--- config.mk ---
export PLATFORM = sky130hd
export DESIGN_NAME = svng_mix
export DESIGN_NICKNAME = d
export VERILOG_FILES = /design/src/rtl/svng_pkg.sv /design/src/rtl/svng_mix.sv
export SDC_FILE = /design/constraint.sdc
export NUM_CORES = 1
export LEC_CHECK = 0
export ABC_AREA = 0
export BUFFER_PORTS_ARGS = -buffer_cell sky130_fd_sc_hd__buf_2
export CAP_MARGIN = 10
export CORE_UTILIZATION = 30
export DETAILED_ROUTE_END_ITERATION = 12
export SYNTH_ARGS = -nofsm -noshare
export SYNTH_HDL_FRONTEND = slang
export SYNTH_SLANG_ARGS = --single-unit
--- constraint.sdc ---
create_clock -name clk -period 12.45 [get_ports clk]
set_clock_uncertainty 0.15 [all_clocks]
set_input_delay 2.49 -clock clk [delete_from_list [all_inputs] [get_ports clk]]
set_output_delay 2.49 -clock clk [all_outputs]
set_load 0.01 [all_outputs]
--- src/rtl/svng_pkg.sv ---
// Shared constants and types for the seeded value noise generator.
`timescale 1ns / 1ps
`default_nettype none
package svng_pkg;

  // Octaves summed by the walk shape
  localparam int OCTAVE_COUNT = 4;
  localparam int LANE_COUNT   = 2 * OCTAVE_COUNT;

  // Sample format, signed Q1.23
  localparam int Q_W = 24;
  typedef logic signed [Q_W-1:0] q_t;

  // Hash constants
  localparam logic [31:0] MIX_C1   = 32'h7feb352d;
  localparam logic [31:0] MIX_C2   = 32'h846ca68b;
  localparam logic [31:0] GOLDEN   = 32'h9e3779b9;
  localparam logic [31:0] OCT_STEP = 32'd7919;

  // Position formats: t is Q28.28, shifted by up to three octaves
  localparam int BEAT_W = 40;
  localparam int RATE_W = 16;
  localparam int TQ_W   = BEAT_W + RATE_W;
  localparam int TSH_W  = 64;

  // Walk division by the weight total, by reciprocal multiply
  localparam int ACC_W   = Q_W + OCTAVE_COUNT;
  localparam int TOTAL   = (1 << OCTAVE_COUNT) - 1;
  localparam int DIV_L   = $clog2(TOTAL);
  localparam int DIV_SH  = ACC_W + DIV_L;
  localparam int DIV_M_W = ACC_W + 1;
  localparam logic [63:0] DIV_M_WIDE = ((64'd1 << DIV_SH) + 64'(TOTAL) - 64'd1) / 64'(TOTAL);
  localparam logic [DIV_M_W-1:0] DIV_M = DIV_M_W'(DIV_M_WIDE);

  // Register stages from input capture to output register
  localparam int PIPE_DEPTH = 12;

  // Noise shape codes
  localparam logic [1:0] SHAPE_PER_NOTE = 2'd0;
  localparam logic [1:0] SHAPE_OCTAVES  = 2'd1;
  localparam logic [1:0] SHAPE_SMOOTH   = 2'd2;

  // Register map
  typedef enum logic [1:0] {
    REG_NOISE_SHAPE = 2'd0,
    REG_DRIFT_RATE  = 2'd1,
    REG_EVOLVE_MODE = 2'd2
  } reg_idx_t;

endpackage
`default_nettype wire

--- src/rtl/svng_mix.sv ---
// Two-stage pipelined 32-bit lowbias mixer.
`timescale 1ns / 1ps
`default_nettype none
module svng_mix (
  input  logic        clk,
  input  logic        adv,
  input  logic [31:0] x,
  output logic [31:0] y
);
  import svng_pkg::*;

  logic [31:0] a;
  logic [31:0] b;
  logic [31:0] m1_r;
  logic [31:0] m2_r;

  // First fold and multiply
  assign a = x ^ (x >> 16);
  // Second fold and multiply
  assign b = m1_r ^ (m1_r >> 15);

  always_ff @(posedge clk) begin
    if (adv) begin
      m1_r <= a * MIX_C1;
      m2_r <= b * MIX_C2;
    end
  end

  // Final fold
  assign y = m2_r ^ (m2_r >> 16);

endmodule
`default_nettype wire

# After elaboration in Yosys (flattened, before gate mapping)
# Index checks and enable logic that the tools add are counted.
[classes]
mul = 2
bitwise = 3
[ops]
columns = ["cell", "n"]
rows = [
  ["32-bit by 16-bit bitwise XOR with 32-bit output", 2],
  ["32-bit by 31-bit multiplier with 32-bit output, second input constant", 1],
  ["32-bit by 32-bit multiplier with 32-bit output, second input constant", 1],
  ["32-bit by 17-bit bitwise XOR with 32-bit output", 1],
]
[totals]
reg_bits = 64
in_bits = 34
out_inout_bits = 32
word_cells = 7

# Depth between registers and ports, before layout
[logic_depth]
depth_word = 2
ltp_mapped = 26
mapped_depth_nobuf = 26

# Worst setup path after synthesis
# Ideal clock, no wire load.
[synth_timing]
path_kind = "input-to-reg"
startpoint = "input x[11]"
endpoint = "register m1_r[30] (data pin)"
setup_time_ns = 0.258
arrival_time_ns = 8.233
t_required_ns = 12.042
slack_ns = 3.810
path_stages = 22
path_buffers = 0
path_cell_list = "xor2_1 > ha_1 > inv_1 > fa_1 > fa_1 > fa_1 > fa_1 > inv_1 > fa_1 > fa_1 > inv_1 > fa_1 > inv_1 > ha_1 > and3_1 > nand2_1 > nor2_1 > a32o_1 > o221ai_2 > o21ai_1 > a21oi_1 > xnor2_1"
[synth_between]
elab_chain_cells = 2
[synth_rtl]
columns = ["element", "line_no", "text"]
rows = [
  ["from (decl)", "svng_mix.sv:7", "input logic [31:0] x,"],
  ["32-bit by 16-bit bitwise XOR with 32-bit output", "svng_mix.sv:18", "assign a = x ^ (x >> 16);"],
  ["32-bit by 31-bit multiplier with 32-bit output", "svng_mix.sv:24", "m1_r <= a * MIX_C1;"],
  ["to (signal assigned)", "svng_mix.sv:24", ""],
  ["to (decl)", "svng_mix.sv:14", "logic [31:0] m1_r;"],
]
# No other way between the ends.
# A chain may end at the register's enable or synchronous reset.

# Worst setup path after layout
[layout_timing]
startpoint = "input x[18]"
endpoint = "register m1_r[31] (data pin)"
# Same word-level chain as after synthesis.

==> impl_metrics.py <==
metrics = {
    "outcome": {
        "outcome": "completed",
    },
    "setup_path": {
        "crit_path_start": "x[18]",
        "r2r-end": "m2_r[30]",
        "worstPathCellList": "buf_2, xor2_1, ha_1, ha_1, a21o_1, fa_1, inv_1, fa_1, inv_1, fa_1, fa_1, fa_1, inv_1, fa_1, fa_1, xnor2_1, xnor2_1, xnor2_1, xnor2_1, xnor2_1, xnor2_1, xnor2_1",
        "cp_slowest_cell": "xor2_1",
        "critPathRequiredTime_ns": 12.39,
        "critical-path-max-stage-delay_ns": 0.84,
        "reg2regPathDepth": 24,
        "crit_family": "adder cells",
        "path_depth": 22,
        "endpoint": "m1_r[31]",
        "critPathCaptureType": "register",
        "worstPathArrival_ns": 9.14,
        "critPathKind": "input port to register",
        "cp_num_buf_inv": 4,
        "timing.rr.start": "m1_r[24]",
        "cp-start-kind": "input port",
        "crit_fanout": 12,
        "rrSetupSlack_ns": 4.59,
    },
    "logic_synthesis": {
        "synth_seq_cells": 64,
        "yosys.area.top_type": "fa_1",
        "ys_top_cells_by_area": "fa_1 (36%), ha_1 (24%), inv_1 (11%)",
        "synth_cells": 1872,
        "synth.distinct_cells": 54,
        "synth_ff_type": "edfxtp_1",
        "syn-num-nets": 2621,
        "synth_top_area_frac": 0.3579,
        "yosysWarnings": 0,
        "synth.cell_area_mm2": 0.01935,
        "syn_avg_cell_area_um2": 10.34,
        "synth-edff-count": 64,
        "yosysSeqAreaShare": 0.09931,
        "synthArstFlopShare": 0,
    },
    "sta": {
        "rsz0062_at_grt": "false",
        "setup_violations": 0,
        "fmax_mhz": 108.7,
        "min_period_over_period": 0.7391,
        "slew_viol_final": 0,
        "worst_pin_slew_ns": 1.107,
        "min_period_ns": 9.201,
        "setup_tns_ns": 0,
        "max_slew_margin": 0.2592,
        "hold_viol": 0,
    },
    "die": {
        "dieHeight_um": 256.0,
        "core_area_mm2": 0.06343,
        "initial_core_util": 0.3051,
        "die_area_mm2": 0.06553,
        "fp.dieW_um": 256.0,
        "io_pins": 66,
        "rows": 92,
    },
    "finish": {
        "fillerInstances": 6479,
        "drive_gt1_frac": 0.06359,
        "nNetsFinal": 2694,
        "multi_input_area_mm2": 0.01518,
        "seq_area_mm2": 0.001922,
        "syn2layout_area_growth_pct": 8.541,
        "antenna_cells": 0,
        "final_area_mm2": 0.02101,
    },
    "global_routing": {
        "grt_pass1_vias": 13920,
        "antenna_found_initial": 0,
        "gr-total-overflow": 0,
        "grt_max_degree": 65,
        "grt_usage": 0.1512,
        "grt_pass1_wl_mm": 76.68,
    },
    "clock_tree": {
        "clock-sinks": 64,
        "root_buffer": "clkbuf_16",
        "cts_hold_buffers": 0,
        "clockBufferDepth": 2,
        "clk_pin_slew_ns": 0.06,
        "htree_levels": 3,
        "post_cts_buffers": 0,
        "cts_made_buffers": 9,
        "cts_tree": "yes",
        "ctsResizeCount": 0,
        "insertion_delay_ns": 0.34,
    },
    "min_path": {
        "hold_path.class": "register to register",
    },
    "routing": {
        "drt_wl_total_mm": 48.35,
        "vias_per_cell": 4.455,
        "drt_pass1_iterations": 5,
        "via_count": 12460,
        "ant_nets": 0,
        "drc_errors": 0,
        "drt_iter0_markers": 559,
        "wire_per_inst_um": 17.29,
    },
    "placed_design": {
        "dpl_cell_area_mm2": 0.02073,
        "gp_congestion": 0.9099,
        "dp.final_hpwl_mm": 43.08,
        "portBuffers": 65,
    },
    "job": {
        "cap_violations": 0,
    },
}
[flip-flops by register name, indices dropped and copies added, names as in the netlist]
signal  cells
m1_r       32
m2_r       32
[worst min path at each step]
stage	cells after the start	to	startpoint
after floorplan	1	m2_r[0]	m1_r[0]
after CTS	2	m2_r[0]	m1_r[0]
final	2	m2_r[0]	m1_r[0]
after global routing	2	m2_r[0]	m1_r[0]
after global placement	2	m2_r[0]	m1_r[0]
after detailed placement	2	m2_r[0]	m1_r[0]
[cell usage after synthesis, drive strengths merged (2+ instances only)]
master	instances
fa	346
a31o	3
or2	2
xnor2	136
edfxtp	64
a21oi	49
clkbuf	2
nor2b	3
nor3	4
xor2	78
nand3	16
o21a	5
buf	17
nand4	3
nand2b	9
or3	2
o211ai	5
inv	567
o31ai	3
a31oi	4
and2	9
o21bai	7
and3	4
o21ai	28
a21o	24
ha	369
nor2	50
a211oi	13
nand2	37
[layout by cell type (no fill, tap or decap), drive strengths merged, types with 28 or more instances in the layout]
cell    Yosys  final
inv       567    567
xor2       78     78
edfxtp     64     64
nor2       50     50
xnor2     136    136
buf        17     81
nand2      37     37
ha        369    369
o21ai      28     28
a21oi      49     49
fa        346    346
[area by class of cell]
type | instances | area share
tap | 846 | 0.05039
clock inverter | 7 | 0.002323
multi-input combinational | 1222 | 0.7225
timing repair buffer | 81 | 0.02121
inverter | 567 | 0.1013
clock buffer | 9 | 0.01072
sequential | 64 | 0.09149
[tightest hold or removal path, stage by stage, from the launching register on]
cell	delay, ns
edfxtp_1	0.34
xor2_1	0.06
buf_4	0.22
[per-layer routing]
| layer | global-route usage | share of wire | up-vias |
|---|---|---|---|
| met3 | 0.01277 | 0.028 | 52 |
| met2 | 0.2748 | 0.51 | 244 |
| li1 | - | - | 5883 |
| met4 | 0.03593 | 0.022 | 0 |
| met5 | 0 | 0 | - |
| met1 | 0.1926 | 0.44 | 6278 |
[kinds of logic (layout without fill, tap and decap cells)]
group | after synthesis | count (layout) | synth area share
compound gates | 153 | 153 | 0.05657
flops | 64 | 64 | 0.09931
buf+inv | 586 | 664 | 0.1168
fa+ha+maj | 715 | 715 | 0.5965
xor+xnor | 214 | 214 | 0.09802
simple gates | 140 | 140 | 0.03278
[metrics by stage]
step           worst slack (ns)  hold WS [ns]    util  std cells
6_report                  3.249        0.6708  0.3312       2796
5_1_grt                   2.920        0.6875  0.3312       2796
4_1_cts                   3.226        0.6667  0.3312       2796
3_5_place_dp              2.864        0.6778  0.3269       2780
3_3_place_gp              3.043        0.6681  0.3269       2780
2_1_floorplan             3.810        0.5906       -       1872
Power is not shown: default switching activity piles up to over one toggle a cycle in this logic, so the estimate is an artifact.
