`src/rtl/svng_pkg.sv`:
```
// Shared constants and types for the seeded value noise generator.
`timescale 1ns / 1ps
`default_nettype none
package svng_pkg;

  // Octaves summed by the walk shape
  localparam int OCTAVE_COUNT = 4;
  localparam int LANE_COUNT   = 2 * OCTAVE_COUNT;

  // Sample format, signed Q1.23
  localparam int Q_W = 24;
  typedef logic signed [Q_W-1:0] q_t;

  // Hash constants
  localparam logic [31:0] MIX_C1   = 32'h7feb352d;
  localparam logic [31:0] MIX_C2   = 32'h846ca68b;
  localparam logic [31:0] GOLDEN   = 32'h9e3779b9;
  localparam logic [31:0] OCT_STEP = 32'd7919;

  // Position formats: t is Q28.28, shifted by up to three octaves
  localparam int BEAT_W = 40;
  localparam int RATE_W = 16;
  localparam int TQ_W   = BEAT_W + RATE_W;
  localparam int TSH_W  = 64;

  // Walk division by the weight total, by reciprocal multiply
  localparam int ACC_W   = Q_W + OCTAVE_COUNT;
  localparam int TOTAL   = (1 << OCTAVE_COUNT) - 1;
  localparam int DIV_L   = $clog2(TOTAL);
  localparam int DIV_SH  = ACC_W + DIV_L;
  localparam int DIV_M_W = ACC_W + 1;
  localparam logic [63:0] DIV_M_WIDE = ((64'd1 << DIV_SH) + 64'(TOTAL) - 64'd1) / 64'(TOTAL);
  localparam logic [DIV_M_W-1:0] DIV_M = DIV_M_W'(DIV_M_WIDE);

  // Register stages from input capture to output register
  localparam int PIPE_DEPTH = 12;

  // Noise shape codes
  localparam logic [1:0] SHAPE_PER_NOTE = 2'd0;
  localparam logic [1:0] SHAPE_OCTAVES  = 2'd1;
  localparam logic [1:0] SHAPE_SMOOTH   = 2'd2;

  // Register map
  typedef enum logic [1:0] {
    REG_NOISE_SHAPE = 2'd0,
    REG_DRIFT_RATE  = 2'd1,
    REG_EVOLVE_MODE = 2'd2
  } reg_idx_t;

endpackage
`default_nettype wire

```
`src/rtl/svng_walk.sv`:
```
// Octave sum, division by the weight total, saturation and shape select.
`timescale 1ns / 1ps
`default_nettype none
module svng_walk (
  input  logic         clk,
  input  logic         adv,
  input  logic [1:0]   shape,
  input  svng_pkg::q_t n_val [svng_pkg::OCTAVE_COUNT],
  input  svng_pkg::q_t lat0,
  output svng_pkg::q_t noise
);
  import svng_pkg::*;

  logic [ACC_W-1:0]         acc_nxt;
  logic [ACC_W-1:0]         acc_r;
  q_t                       direct_r;
  logic [ACC_W+DIV_M_W-1:0] prod_r;
  q_t                       direct2_r;
  logic [ACC_W-1:0]         quo;
  q_t                       walk_val;
  q_t                       noise_r;

  // Weighted sum of biased octave values
  always_comb begin
    acc_nxt = '0;
    for (int o = 0; o < OCTAVE_COUNT; o++) begin
      acc_nxt = acc_nxt + (ACC_W'({~n_val[o][Q_W-1], n_val[o][Q_W-2:0]})
                           << (OCTAVE_COUNT - 1 - o));
    end
  end

  // Quotient, debiased and saturated
  assign quo = prod_r[DIV_SH +: ACC_W];
  always_comb begin
    if (quo > ACC_W'((1 << Q_W) - 1)) begin
      walk_val = {1'b0, {(Q_W-1){1'b1}}};
    end else begin
      walk_val = {~quo[Q_W-1], quo[Q_W-2:0]};
    end
  end

  always_ff @(posedge clk) begin
    if (adv) begin
      acc_r     <= acc_nxt;
      direct_r  <= (shape == SHAPE_SMOOTH) ? n_val[0] : lat0;
      prod_r    <= (ACC_W+DIV_M_W)'(acc_r) * (ACC_W+DIV_M_W)'(DIV_M);
      direct2_r <= direct_r;
      if (shape == SHAPE_PER_NOTE || shape == SHAPE_SMOOTH) begin
        noise_r <= direct2_r;
      end else begin
        noise_r <= walk_val;
      end
    end
  end

  assign noise = noise_r;

endmodule
`default_nettype wire

```
`config.mk`:
```
export PLATFORM = sky130hd
export DESIGN_NAME = svng_walk
export DESIGN_NICKNAME = d
export VERILOG_FILES = /design/src/rtl/svng_pkg.sv /design/src/rtl/svng_walk.sv
export SDC_FILE = /design/constraint.sdc
export NUM_CORES = 1
export LEC_CHECK = 0
export BUFFER_PORTS_ARGS = -buffer_cell sky130_fd_sc_hd__buf_2
export CAP_MARGIN = 20
export CORE_ASPECT_RATIO = 0.7
export CORE_MARGIN = 8
export CORE_UTILIZATION = 37
export DETAILED_ROUTE_END_ITERATION = 10
export PLACE_DENSITY_LB_ADDON = 0.1
export SYNTH_ARGS = -nofsm -noshare
export SYNTH_HDL_FRONTEND = slang
export SYNTH_SLANG_ARGS = --single-unit
```
`constraint.sdc`:
```
create_clock -name clk -period 6.08 [get_ports clk]
set_input_delay 1.216 -clock clk [delete_from_list [all_inputs] [get_ports clk]]
set_output_delay 1.216 -clock clk [all_outputs]
set_load 0.1 [all_outputs]
```
Yosys cells after proc, flatten, opt, wreduce, memory -nomap -nowiden:

Index checks and enable logic that the tools add are counted.

* register bits after elaboration: 155
* bits of input ports: 124
* output and inout port bits: 24
* word-level logic and storage cells: 19

* $add $sub $neg: 3
* multiply operators: 1
* equality and inequality tests: 1
* multiplexer cells: 2
* bitwise operators: 5
* reduce and logical (&&, ||, !) cells: 2

Operators by type and width (number)
* $mul 28x28->55 const B: 1
* $mux 24: 2
* $add 27x26->28: 1
* $add 28x24->28: 1
* $add 28x25->28: 1
* $not 1->1: 5
* $eq 2x2->1 const B: 1
* $logic_not 2->1: 1
* $logic_or 1x1->1: 1

Depth between registers and ports, before layout:

* word-level depth: 4
* mapped depth: 21
* mapped depth without buffers: 20

Least setup slack after synthesis:

No wires, ideal clock.

* path kind: reg2reg
* from: register acc_r[8]
* to: register prod_r[52] (data pin)
* library setup time: 261 ps
* arrival time: 5596 ps
* data required time: 5819 ps
* path slack: 223 ps
* stages on the path, launching flop included: 21
* buffers on the path: 1
* period minus slack after synthesis: 5857 ps
* path through: edfxtp_1 -> ha_1 -> fa_1 -> fa_1 -> inv_1 -> fa_1 -> inv_1 -> fa_1 -> inv_1 -> fa_1 -> inv_1 -> ha_1 -> buf_2 -> nand4_1 -> or2_2 -> a211oi_1 -> nor3_1 -> a211o_1 -> a21boi_2 -> nor4_1 -> a311o_1

* longest elaborated chain between the ends: 1

Ends and longest elaborated chain
* start, declared: line svng_walk.sv:15 `logic [ACC_W-1:0] acc_r;`
* start signal, assigned: line svng_walk.sv:44 `acc_r <= acc_nxt;`
* $mul 28x28->55: line svng_walk.sv:46 `prod_r <= (ACC_W+DIV_M_W)'(acc_r) * (ACC_W+DIV_M_W)'(DIV_M);`
* end signal, assigned: line svng_walk.sv:46
* end, declared: line svng_walk.sv:17 `logic [ACC_W+DIV_M_W-1:0] prod_r;`

Every way passes these cells.
A chain may end at the register's enable or synchronous reset.

Worst setup path in the final report:

* from: register acc_r[5]
* to: register prod_r[49] (data pin)

Same word-level chain as after synthesis.

==> run_results.csv <==
group,metric,value,unit
die,die_x,244.1,um
timing,max_clock_freq,169.4,MHz
clock_tree,cts-root-buf,"clkbuf_16",
synth,synth_enable_flop_cells,124,
finish,drive_above_1_share,24.11,%
die,die_area,42900,um^2
setup_path,cp_max_fo,4,
synth,synth_top_area_share,27.62,%
synth,ys_seq_area_share,27.62,%
setup_path,cp_cell_sequence,"buf_4, ha_1, fa_1, fa_1, inv_1, fa_1, inv_1, fa_1, ha_1, ha_4, a21o_1, a21o_1, a21o_1, or3b_4, nor3_4, o31ai_4, buf_6, a31oi_4, nor2b_1, o311a_1",
detailed_routing,wl,34690,um
setup_path,startpoint_type,"flop",
min_path,min_path_cells,0,
die,initial_core_util,37.53,%
synth,synth_area_per_cell,11.59,um^2
finish,layout.nets,1921,
setup_path,critPathKind,"flop to flop",
timing,min_period,5.903,ns
global_route,gr-usage-met3,3.354,%
setup_path,max_stage_delay,0.53,ns
min_path,hold_class,"flop to flop",
detailed_routing,drc,0,
clock_tree,clk_latency,0.43,ns
synth,yosysWarnings,0,
setup_path,required,6.25,ns
detailed_routing,vias,9032,
run_status,outcome,"complete, no violations",
placed_design,portBuffers,147,
die,coreArea,35920,um^2
clock_tree,clkSinkCount,124,
synth,synth_common_cells,"inv_1 (271), ha_1 (240), fa_1 (160), edfxtp_1 (124), a21oi_1 (57)",
clock_tree,clockBufferDepth,2,
clock_tree,cts_buffers,17,
finish,num-fill-cells,3419,
timing,relSlewSlack,40.64,%
timing,finalHoldViolCount,0,
synth,ys.flop_type,"edfxtp_1",
detailed_routing,post_drt_via_cell_ratio,4.779,
detailed_routing,wl_per_cell,18.35,um
timing,tightest_slew,0.8903,ns
timing,finalWorstSetupSlack,0.1766,ns
timing,finalCritPeriodShare,97.10,%
synth,syn_inst,1163,
setup_path,crit_path_top_delay_cell,"fa_1",
global_route,grt_max_degree,68,
global_route,grt_pass1_vias,9648,
timing,finalSetupTns,0,ns
synth,synthTopCellsByArea,"edfxtp_1 (28%), fa_1 (24%), ha_1 (22%), inv_1 (7.5%), mux2_2 (3.9%)",
synth,netlist_area,13480,um^2
timing,drv_slew,0,
global_route,grt_util_met1,25.59,%
synth,yosysTopAreaCell,"edfxtp_1",
detailed_routing,firstDrtPassIters,5,
job,max_cap_viol_count,0,
setup_path,end_kind,"flop",
synth,syn_nets,1687,
detailed_routing,ant_nets,0,
finish,area_delta_synth_final,20.25,%
synth,synth_cell_types,56,
timing,clock_skew,0.01521,ns
synth,yosysMostFrequentCell,"inv_1",
clock_tree,cts_tree,"built",
synth,ys_async_sr_fraction,0,%
global_route,grt_usage,16.39,%
placed_design,gp_congestion,0.8897,
die,die_h,175.7,um
timing,timing.hold.ws,0.4082,ns
placed_design,dp_hpwl,29470,um
global_route,grt.overflow.total,0,
setup_path,rr_worst_depth,20,
finish,diodes,0,
synth,synth-seq-cells,124,
global_route,grt_antenna_before_repair,3,
detailed_routing,drt_iter0_drc,518,
setup_path,cp.arrival,6.08,ns
global_route,grt_use_met2,22.93,%
die,ios,148,
global_route,grt_pass1_wl,54010,um
setup_path,crit_path_frequent_cell,"fa_1",
clock_tree,htree_levels,4,
timing,setup_violations,0,
placed_design,pre_cts_slack,-0.2181,ns
clock_tree,cts.clk_slew.worst_paths,0.06,ns
die,rows,58,
global_route,grt-busiest-layer,"met1",
finish,fin_util,45.13,%
==> worst max-delay path: cells and delay by family (launching register included) <==
family / cells / cell delay, ns
flip-flops: 1 / 0.45
adder cells (fa/ha/maj): 7 / 3.01
AND/OR/NAND/NOR: 3 / 0.63
AO/OA/AOI/OAI: 6 / 1.12
buffers and inverters: 4 / 0.43
==> stage by stage <==
stage | cell area [um^2] | instances
finish | 16210 | 1890
global route | 16210 | 1890
CTS | 15950 | 1880
detailed placement | 15210 | 1838
global placement | 15210 | 1838
floorplan | 13480 | 1163
==> cell families after synthesis <==
logic type      Yosys count  share of synthesized area (%)
compound gates          157                          7.630
xor+xnor                 44                          2.859
fa+ha+maj               400                          46.04
buf+inv                 280                          7.806
flops                   124                          27.62
mux                      48                          4.000
simple gates            110                          4.047
==> state kept, by name, indices dropped and copies added (netlist names) <==
name       count
acc_r         28
noise         24
prod_r        24
direct_r      24
direct2_r     24
==> path summary, 6_finish.rpt <==
path	start	to	slack (ns)
min reg2reg	direct_r[23]	direct2_r[23]	0.41
max	acc_r[5]	prod_r[49]	0.18
min	direct_r[23]	direct2_r[23]	0.41
max reg2reg	acc_r[5]	prod_r[49]	0.18
==> layout make-up <==
cell class,count,area (um^2),area share (%)
inverters,271,1017,6.275
multi-input cells,759,8965,55.30
clock buffers,19,432.9,2.671
repair buffers,224,1331,8.212
clock inverters,13,140.1,0.8645
flip-flops and latches,124,3724,22.97
well taps,480,600.6,3.705
==> cell usage in the layout, fill, tap and decap left out, drive strengths merged, types with 3 or more instances in the layout <==
cell type	netlist	routed
a2111oi	3	3
a211oi	5	5
a21boi	3	3
a21o	25	25
a21oi	57	57
a31oi	7	7
and3	3	3
buf	2	224
clkbuf	7	19
clkinv	0	6
edfxtp	124	124
fa	160	160
ha	240	240
inv	271	274
mux2	47	47
nand2	28	28
nand2b	6	6
nand3	10	10
nand4	10	10
nor2	25	25
nor2b	7	7
nor3	10	10
o211ai	4	4
o21a	4	4
o21ai	26	26
o21bai	4	4
xnor2	32	32
xor2	12	12
==> what timing repair did <==
item                       CTS  global route
gates resized for setup     15            30
hold buffers                 0             0
pin swaps                    8            29
buffers inserted            10            10
setup endpoints to repair   14            16
==> layer usage <==
metal	routed length, um	vias up	share of wire (%)
met4	304	2	0.88
li1	-	4392	-
met5	13	-	0.037
met1	19070	4430	55
met3	1555	20	4.5
met2	13740	188	40
Power is not shown: default switching activity piles up to over one toggle a cycle in this logic, so the estimate is an artifact.
