==> config.mk <==
export PLATFORM = sky130hd
export DESIGN_NAME = svng_blend
export DESIGN_NICKNAME = d
export VERILOG_FILES = /design/src/rtl/svng_pkg.sv /design/src/rtl/svng_blend.sv
export SDC_FILE = /design/constraint.sdc
export NUM_CORES = 2
export LEC_CHECK = 0
export BUFFER_PORTS_ARGS = -buffer_cell sky130_fd_sc_hd__buf_2
export CAP_MARGIN = 10
export CORE_MARGIN = 3
export CORE_UTILIZATION = 35
export CTS_BUF_LIST = sky130_fd_sc_hd__clkbuf_8
export DETAILED_ROUTE_END_ITERATION = 6
export PLACE_DENSITY_LB_ADDON = 0.2
export SLEW_MARGIN = 25
export SYNTH_ARGS = -nofsm -noshare
export SYNTH_HDL_FRONTEND = slang
export SYNTH_SLANG_ARGS = --single-unit
==> constraint.sdc <==
create_clock -name clk -period 11.6 [get_ports clk]
set_clock_uncertainty 0.15 [all_clocks]
set_input_delay 0.58 -clock clk [delete_from_list [all_inputs] [get_ports clk]]
set_output_delay 0.58 -clock clk [all_outputs]
set_load 0.02 [all_outputs]
==> src/rtl/svng_pkg.sv <==
// Shared constants and types for the seeded value noise generator.
`timescale 1ns / 1ps
`default_nettype none
package svng_pkg;

  // Octaves summed by the walk shape
  localparam int OCTAVE_COUNT = 4;
  localparam int LANE_COUNT   = 2 * OCTAVE_COUNT;

  // Sample format, signed Q1.23
  localparam int Q_W = 24;
  typedef logic signed [Q_W-1:0] q_t;

  // Hash constants
  localparam logic [31:0] MIX_C1   = 32'h7feb352d;
  localparam logic [31:0] MIX_C2   = 32'h846ca68b;
  localparam logic [31:0] GOLDEN   = 32'h9e3779b9;
  localparam logic [31:0] OCT_STEP = 32'd7919;

  // Position formats: t is Q28.28, shifted by up to three octaves
  localparam int BEAT_W = 40;
  localparam int RATE_W = 16;
  localparam int TQ_W   = BEAT_W + RATE_W;
  localparam int TSH_W  = 64;

  // Walk division by the weight total, by reciprocal multiply
  localparam int ACC_W   = Q_W + OCTAVE_COUNT;
  localparam int TOTAL   = (1 << OCTAVE_COUNT) - 1;
  localparam int DIV_L   = $clog2(TOTAL);
  localparam int DIV_SH  = ACC_W + DIV_L;
  localparam int DIV_M_W = ACC_W + 1;
  localparam logic [63:0] DIV_M_WIDE = ((64'd1 << DIV_SH) + 64'(TOTAL) - 64'd1) / 64'(TOTAL);
  localparam logic [DIV_M_W-1:0] DIV_M = DIV_M_W'(DIV_M_WIDE);

  // Register stages from input capture to output register
  localparam int PIPE_DEPTH = 12;

  // Noise shape codes
  localparam logic [1:0] SHAPE_PER_NOTE = 2'd0;
  localparam logic [1:0] SHAPE_OCTAVES  = 2'd1;
  localparam logic [1:0] SHAPE_SMOOTH   = 2'd2;

  // Register map
  typedef enum logic [1:0] {
    REG_NOISE_SHAPE = 2'd0,
    REG_DRIFT_RATE  = 2'd1,
    REG_EVOLVE_MODE = 2'd2
  } reg_idx_t;

endpackage
`default_nettype wire

==> src/rtl/svng_blend.sv <==
// Smoothstep weight and lattice blend for one octave.
`timescale 1ns / 1ps
`default_nettype none
module svng_blend (
  input  logic           clk,
  input  logic           adv,
  input  logic [23:0]    fr,
  input  logic [31:0]    hash_a,
  input  logic [31:0]    hash_b,
  output svng_pkg::q_t   n_val,
  output svng_pkg::q_t   lat_a
);
  import svng_pkg::*;

  logic [23:0] fr_r;
  logic [23:0] f2_r;
  logic [25:0] shp;
  logic [49:0] f2w;
  logic [24:0] w_r;
  logic [24:0] w_pipe_r [4];
  q_t          a_r;
  q_t          b_r;
  logic [25:0] d_wide;
  logic [24:0] d;
  logic [49:0] dw_r;
  q_t          a8_r;
  logic [24:0] w8_r;
  logic signed [26:0] n_wide;
  q_t          n_r;
  q_t          la_r;
  logic [47:0] fsq;

  assign fsq    = 48'(fr) * 48'(fr);
  assign shp    = 26'(3 << 24) - {1'b0, fr_r, 1'b0};
  assign f2w    = 50'(f2_r) * 50'(shp);
  assign d_wide = 26'($signed({b_r[23], b_r[23], b_r}) - $signed({a_r[23], a_r[23], a_r}))
                  + 26'(1 << 24);
  assign d      = d_wide[24:0];
  assign n_wide = $signed({{3{a8_r[23]}}, a8_r}) + $signed({1'b0, dw_r[49:24]})
                  - $signed({2'b00, w8_r});

  always_ff @(posedge clk) begin
    if (adv) begin
      // Square the fraction
      fr_r <= fr;
      f2_r <= fsq[47:24];
      // Smoothstep weight
      w_r  <= f2w[48:24];
      // Hold the weight until the lattice values arrive
      w_pipe_r[0] <= w_r;
      w_pipe_r[1] <= w_pipe_r[0];
      w_pipe_r[2] <= w_pipe_r[1];
      w_pipe_r[3] <= w_pipe_r[2];
      // Lattice values, top 24 hash bits less the bias
      a_r <= {~hash_a[31], hash_a[30:8]};
      b_r <= {~hash_b[31], hash_b[30:8]};
      // Biased difference times weight
      dw_r <= 50'(d) * 50'(w_pipe_r[3]);
      a8_r <= a_r;
      w8_r <= w_pipe_r[3];
      // Blend result
      n_r  <= n_wide[23:0];
      la_r <= a8_r;
    end
  end

  assign n_val = n_r;
  assign lat_a = la_r;

endmodule
`default_nettype wire

* Yosys cells after proc, flatten, opt, wreduce, memory -nomap -nowiden *
Memory sizes are Yosys's and may differ from the RTL's.
Cells that the tools add are included.

word-level totals
  register bits after elaboration = 265
  memory bits (writable) = 100
  input bits = 90
  output and inout bits = 48
  logic and storage cells = 23
  memories kept = 1

operators by class
  add/sub/neg operators = 5
  multipliers = 3
  mux-type cells = 2
  bitwise logic cells = 2

memory list
  memory    depth  bits a word  read ports  clocked after Yosys merged registers in  write ports  line              RTL
  w_pipe_r  4      25           4           0                                        4            svng_blend.sv:20  logic [24:0] w_pipe_r [4];

operators with widths
  cell                                                number
  multiplier 24 x 26 -> 49 bit                        1
  multiplier 24 x 24 -> 48 bit                        1
  multiplier 25 x 25 -> 48 bit                        1
  subtractor 26 x 25 -> 26 bit, first input constant  1
  adder 25 bit, second input constant                 1
  subtractor 24 x 24 -> 25 bit                        1
  adder 24 bit                                        1
  subtractor 24 bit                                   1
  two-way mux 1 bit                                   2
  NOT 1 bit                                           2

* Depth between registers and ports, before layout *
  word-level depth = 3
  mapped depth = 43
  gate-level depth less buffers = 41

* Worst setup path before layout *
Ideal clock, no wire load.

  kind = register to register
  from = register b_r[1]
  to = register dw_r[47] (data pin)
  setup time = 0.268 ns
  arrival = 8.802 ns
  data required time = 11.182 ns
  slack = 2.380 ns
  cell stages (with the launch flop) = 37
  buffers on the path = 2
  period minus slack after synthesis = 9.220 ns
  cells stage by stage = edfxtp_1 -> ha_1 -> ha_1 -> inv_1 -> fa_1 -> nor2b_1 -> nor3_1 -> o21ai_1 -> a31oi_2 -> o311ai_1 -> a31oi_1 -> o21ai_1 -> xor2_1 -> buf_2 -> nand2_1 -> fa_1 -> inv_1 -> fa_1 -> inv_1 -> fa_1 -> fa_1 -> inv_1 -> fa_1 -> fa_1 -> fa_1 -> ha_1 -> a21o_1 -> a21o_1 -> a21oi_2 -> nand2_1 -> a221oi_1 -> nand3_2 -> and2_4 -> buf_6 -> a211o_1 -> o211a_1 -> xnor3_1

on the way
  word-level cells in the longest chain between the ends = 3

RTL lines
  what                          line              RTL
  start, declared               svng_blend.sv:22  q_t b_r;
  start signal, assigned        svng_blend.sv:56  b_r <= {~hash_b[31], hash_b[30:8]};
  subtractor 24 x 24 -> 25 bit  svng_blend.sv:36  assign d_wide = 26'($signed({b_r[23], b_r[23], b_r}) - $signed({a_r[23], a_r[23], a_r}))
  adder 25 bit                  svng_blend.sv:37  + 26'(1 << 24);
  multiplier 25 x 25 -> 48 bit  svng_blend.sv:58  dw_r <= 50'(d) * 50'(w_pipe_r[3]);
  end signal, assigned          svng_blend.sv:58
  end, declared                 svng_blend.sv:25  logic [49:0] dw_r;

Every way passes these cells.
A chain may end at the register's enable or synchronous reset.

* Worst setup path after layout *
Ends and elaborated chain as after synthesis.

==> metrics <==
status completed; most used cell along the critical path fa_1; Synth Area in Compound Gates 0.0295; Worst Tran Pin Value slightly above 1 ns; largest family of logic cells by synthesized area adder cells; quantity of gates resized following cts 0; FFs w/ async S/R, synth 0; main flop type after synthesis edfxtp_1; cell family with most CP delay adder cells; final setup fails 0; path type of the worst min-delay path input pin to flip-flop; layout cells sized above 1 0.0573; die width ~440 µm; # DRC 0; most common cell after layout, fill and taps aside inv_1; Net Count, Synth between 8,000 and 9,000; worst-path fanout max 25; Post-Synth Simple-Gate Area 0.131; CTS Buf Count 55; first-pass GRT wire length 274 mm; WL final between 150 and 200 mm; Routed WL per cell about 18 µm; Worst Setup End Kind flip-flop; via count 42,700; CTS HTree Levels 2; Max stage delay cell, worst path fa_1; IO Pins around 140; post-synthesis xor/xnor area fraction 0.0206; worst skew pair latency 0.70 ns; iteration-0 DRC count of the detailed router ~2,000; largest net degree at the start of global routing between 100 and 150; initial antenna violation count 4; Rows 159; CP arrival 10.58 ns; Setup Buffers After CTS 0; leading post-synthesis cells by cell area fa_1 44%, edfxtp_1 15%, ha_1 11%; DP Wirelength about 130 mm; register area share after synthesis 0.154; clk root buf clkbuf_8; Req. time, crit path 11.89 ns; most frequent cells in the layout 1,723 x inv_1, 1,472 x fa_1, 821 x nand2_1; Clock Path Buffers 3; clk slew on worst S/H paths roughly 0.060 ns; post-synthesis mux area share 0.000320; WP buf/inv 9; Final Hold Fails 0; Placeable Area roughly 190,000 µm²; Highest Clock Rate ~0.097 GHz; flops & latches, synth between 300 and 400; worst setup path class flip-flop to flip-flop; Port Buffer Count 121; RSZ-0062 raised after global routing no; Starting Density 0.353; Gate Count Post-Synth between 6,000 and 7,000; max_cap viols 0; fin crit share 0.887; Yosys Warn Count 0; Slew Viols, Final 0; number of global-route vias before repair a little under 50,000; library cells used by synthesis 76; area leader, netlist fa_1; clock sinks 341; CP max stage delay between 0.5 and 0.6 ns; post-synth top area share 0.443; slew margin rel. 0.327; nature of the critical path startpoint flip-flop; DIE AREA 195,000 µm²; CTS tree built; Post-Syn Area between 60,000 and 70,000 µm²; syn_area_per_cell 10.1 µm²; synthesis-to-finish area growth 8.59%; gpl congestion just over 0.8; Final nets between 8,000 and 9,000; antenna-violating nets left 0; setup TNS 0 ns; First-pass DRT Iterations 7; number of synthesized flops with an enable pin 341; Final min period approximately 10 ns; Total Routing Usage GR 0.178; Vert. Die Dim between 400 and 500 µm; adder-cell share of the synthesized area 0.553; grt ovf 0; Vias/cell ~4.6
Yosys cell counts, types with 7 or more instances:
| master | count |
|---|---|
| inv_1 | 1711 |
| buf_1 | 12 |
| and3_1 | 10 |
| or2_2 | 8 |
| ha_1 | 582 |
| nand3_1 | 17 |
| fa_1 | 1472 |
| nor2_1 | 90 |
| nand2_1 | 821 |
| o21a_1 | 20 |
| nor2b_1 | 45 |
| nand4_1 | 10 |
| o211ai_1 | 9 |
| a21o_1 | 43 |
| o21ai_0 | 42 |
| and2_1 | 655 |
| a31oi_1 | 9 |
| xor2_1 | 50 |
| xnor2_1 | 102 |
| edfxtp_1 | 341 |
| a21oi_1 | 97 |
| o21ai_1 | 7 |
| nand2b_1 | 40 |
| nor3_1 | 24 |
| clkbuf_1 | 243 |
| o21bai_1 | 10 |
routing by layer:
metal,routed length (µm),global-route usage,vias up
li1,-,-,19500
met1,71500,0.228,22300
met2,85700,0.321,737
met3,5150,0.0139,182
met4,4890,0.0501,0
met5,0,0,-
logic make-up after synthesis:
kind of cell / after synthesis
buffers and inverters: 1973
flip-flops: 341
AND/OR/NAND/NOR: 1756
multiplexers: 2
AO/OA/AOI/OAI: 299
adder cells (fa/ha/maj): 2054
XOR/XNOR: 154
flip-flops by register name, indices dropped and copies added, names as in the netlist:
name / flops
w_r: 25
a_r: 24
w8_r: 24
f2_r: 24
b_r: 24
n_val: 24
a8_r: 24
lat_a: 24
dw_r: 24
fr_r: 24
w_pipe_r: 100
per-stage QoR:
stage	worst slack (ns)	utilization	hold slack (ns)	std cells	area, µm²
6_report	1.31	0.384	0.124	9196	72200
5_1_grt	0.671	0.384	0.0470	9194	72200
3_3_place_gp	1.26	0.375	0.250	9038	70500
4_1_cts	1.27	0.383	0.0479	9187	72100
3_5_place_dp	1.28	0.375	0.255	9040	70600
2_1_floorplan	2.38	-	0.250	6579	66500
repair_timing:
action	4_1_cts	5_1_grt
setup endpoints to repair	0	0
hold endpoints to repair	47	0
hold buffers	47	0
path summary, 6_finish.rpt:
check	end	slack (ns)	start	depth (start not counted)
worst max-delay path	dw_r[47]	1.31	b_r[1]	38
worst min-delay path	b_r[8]	0.12	hash_b[16]	1
worst max register to register	dw_r[47]	1.31	b_r[1]	38
worst min register to register	w_pipe_r[2][12]	0.26	w_pipe_r[1][12]	0
cell type report:
| type | count | area [µm²] |
|---|---|---|
| fill | 19000 | 116000 |
| sequential | 341 | 10200 |
| multi-input combinational | 4265 | 49300 |
| inverter | 1711 | 6420 |
| timing repair buffer | 281 | 2010 |
| clock buffer | 55 | 757 |
| clock inverter | 45 | 303 |
| tap | 2495 | 3120 |
| antenna | 3 | 7.51 |
Power is not shown: default switching activity piles up to over one toggle a cycle in this logic, so the estimate is an artifact.
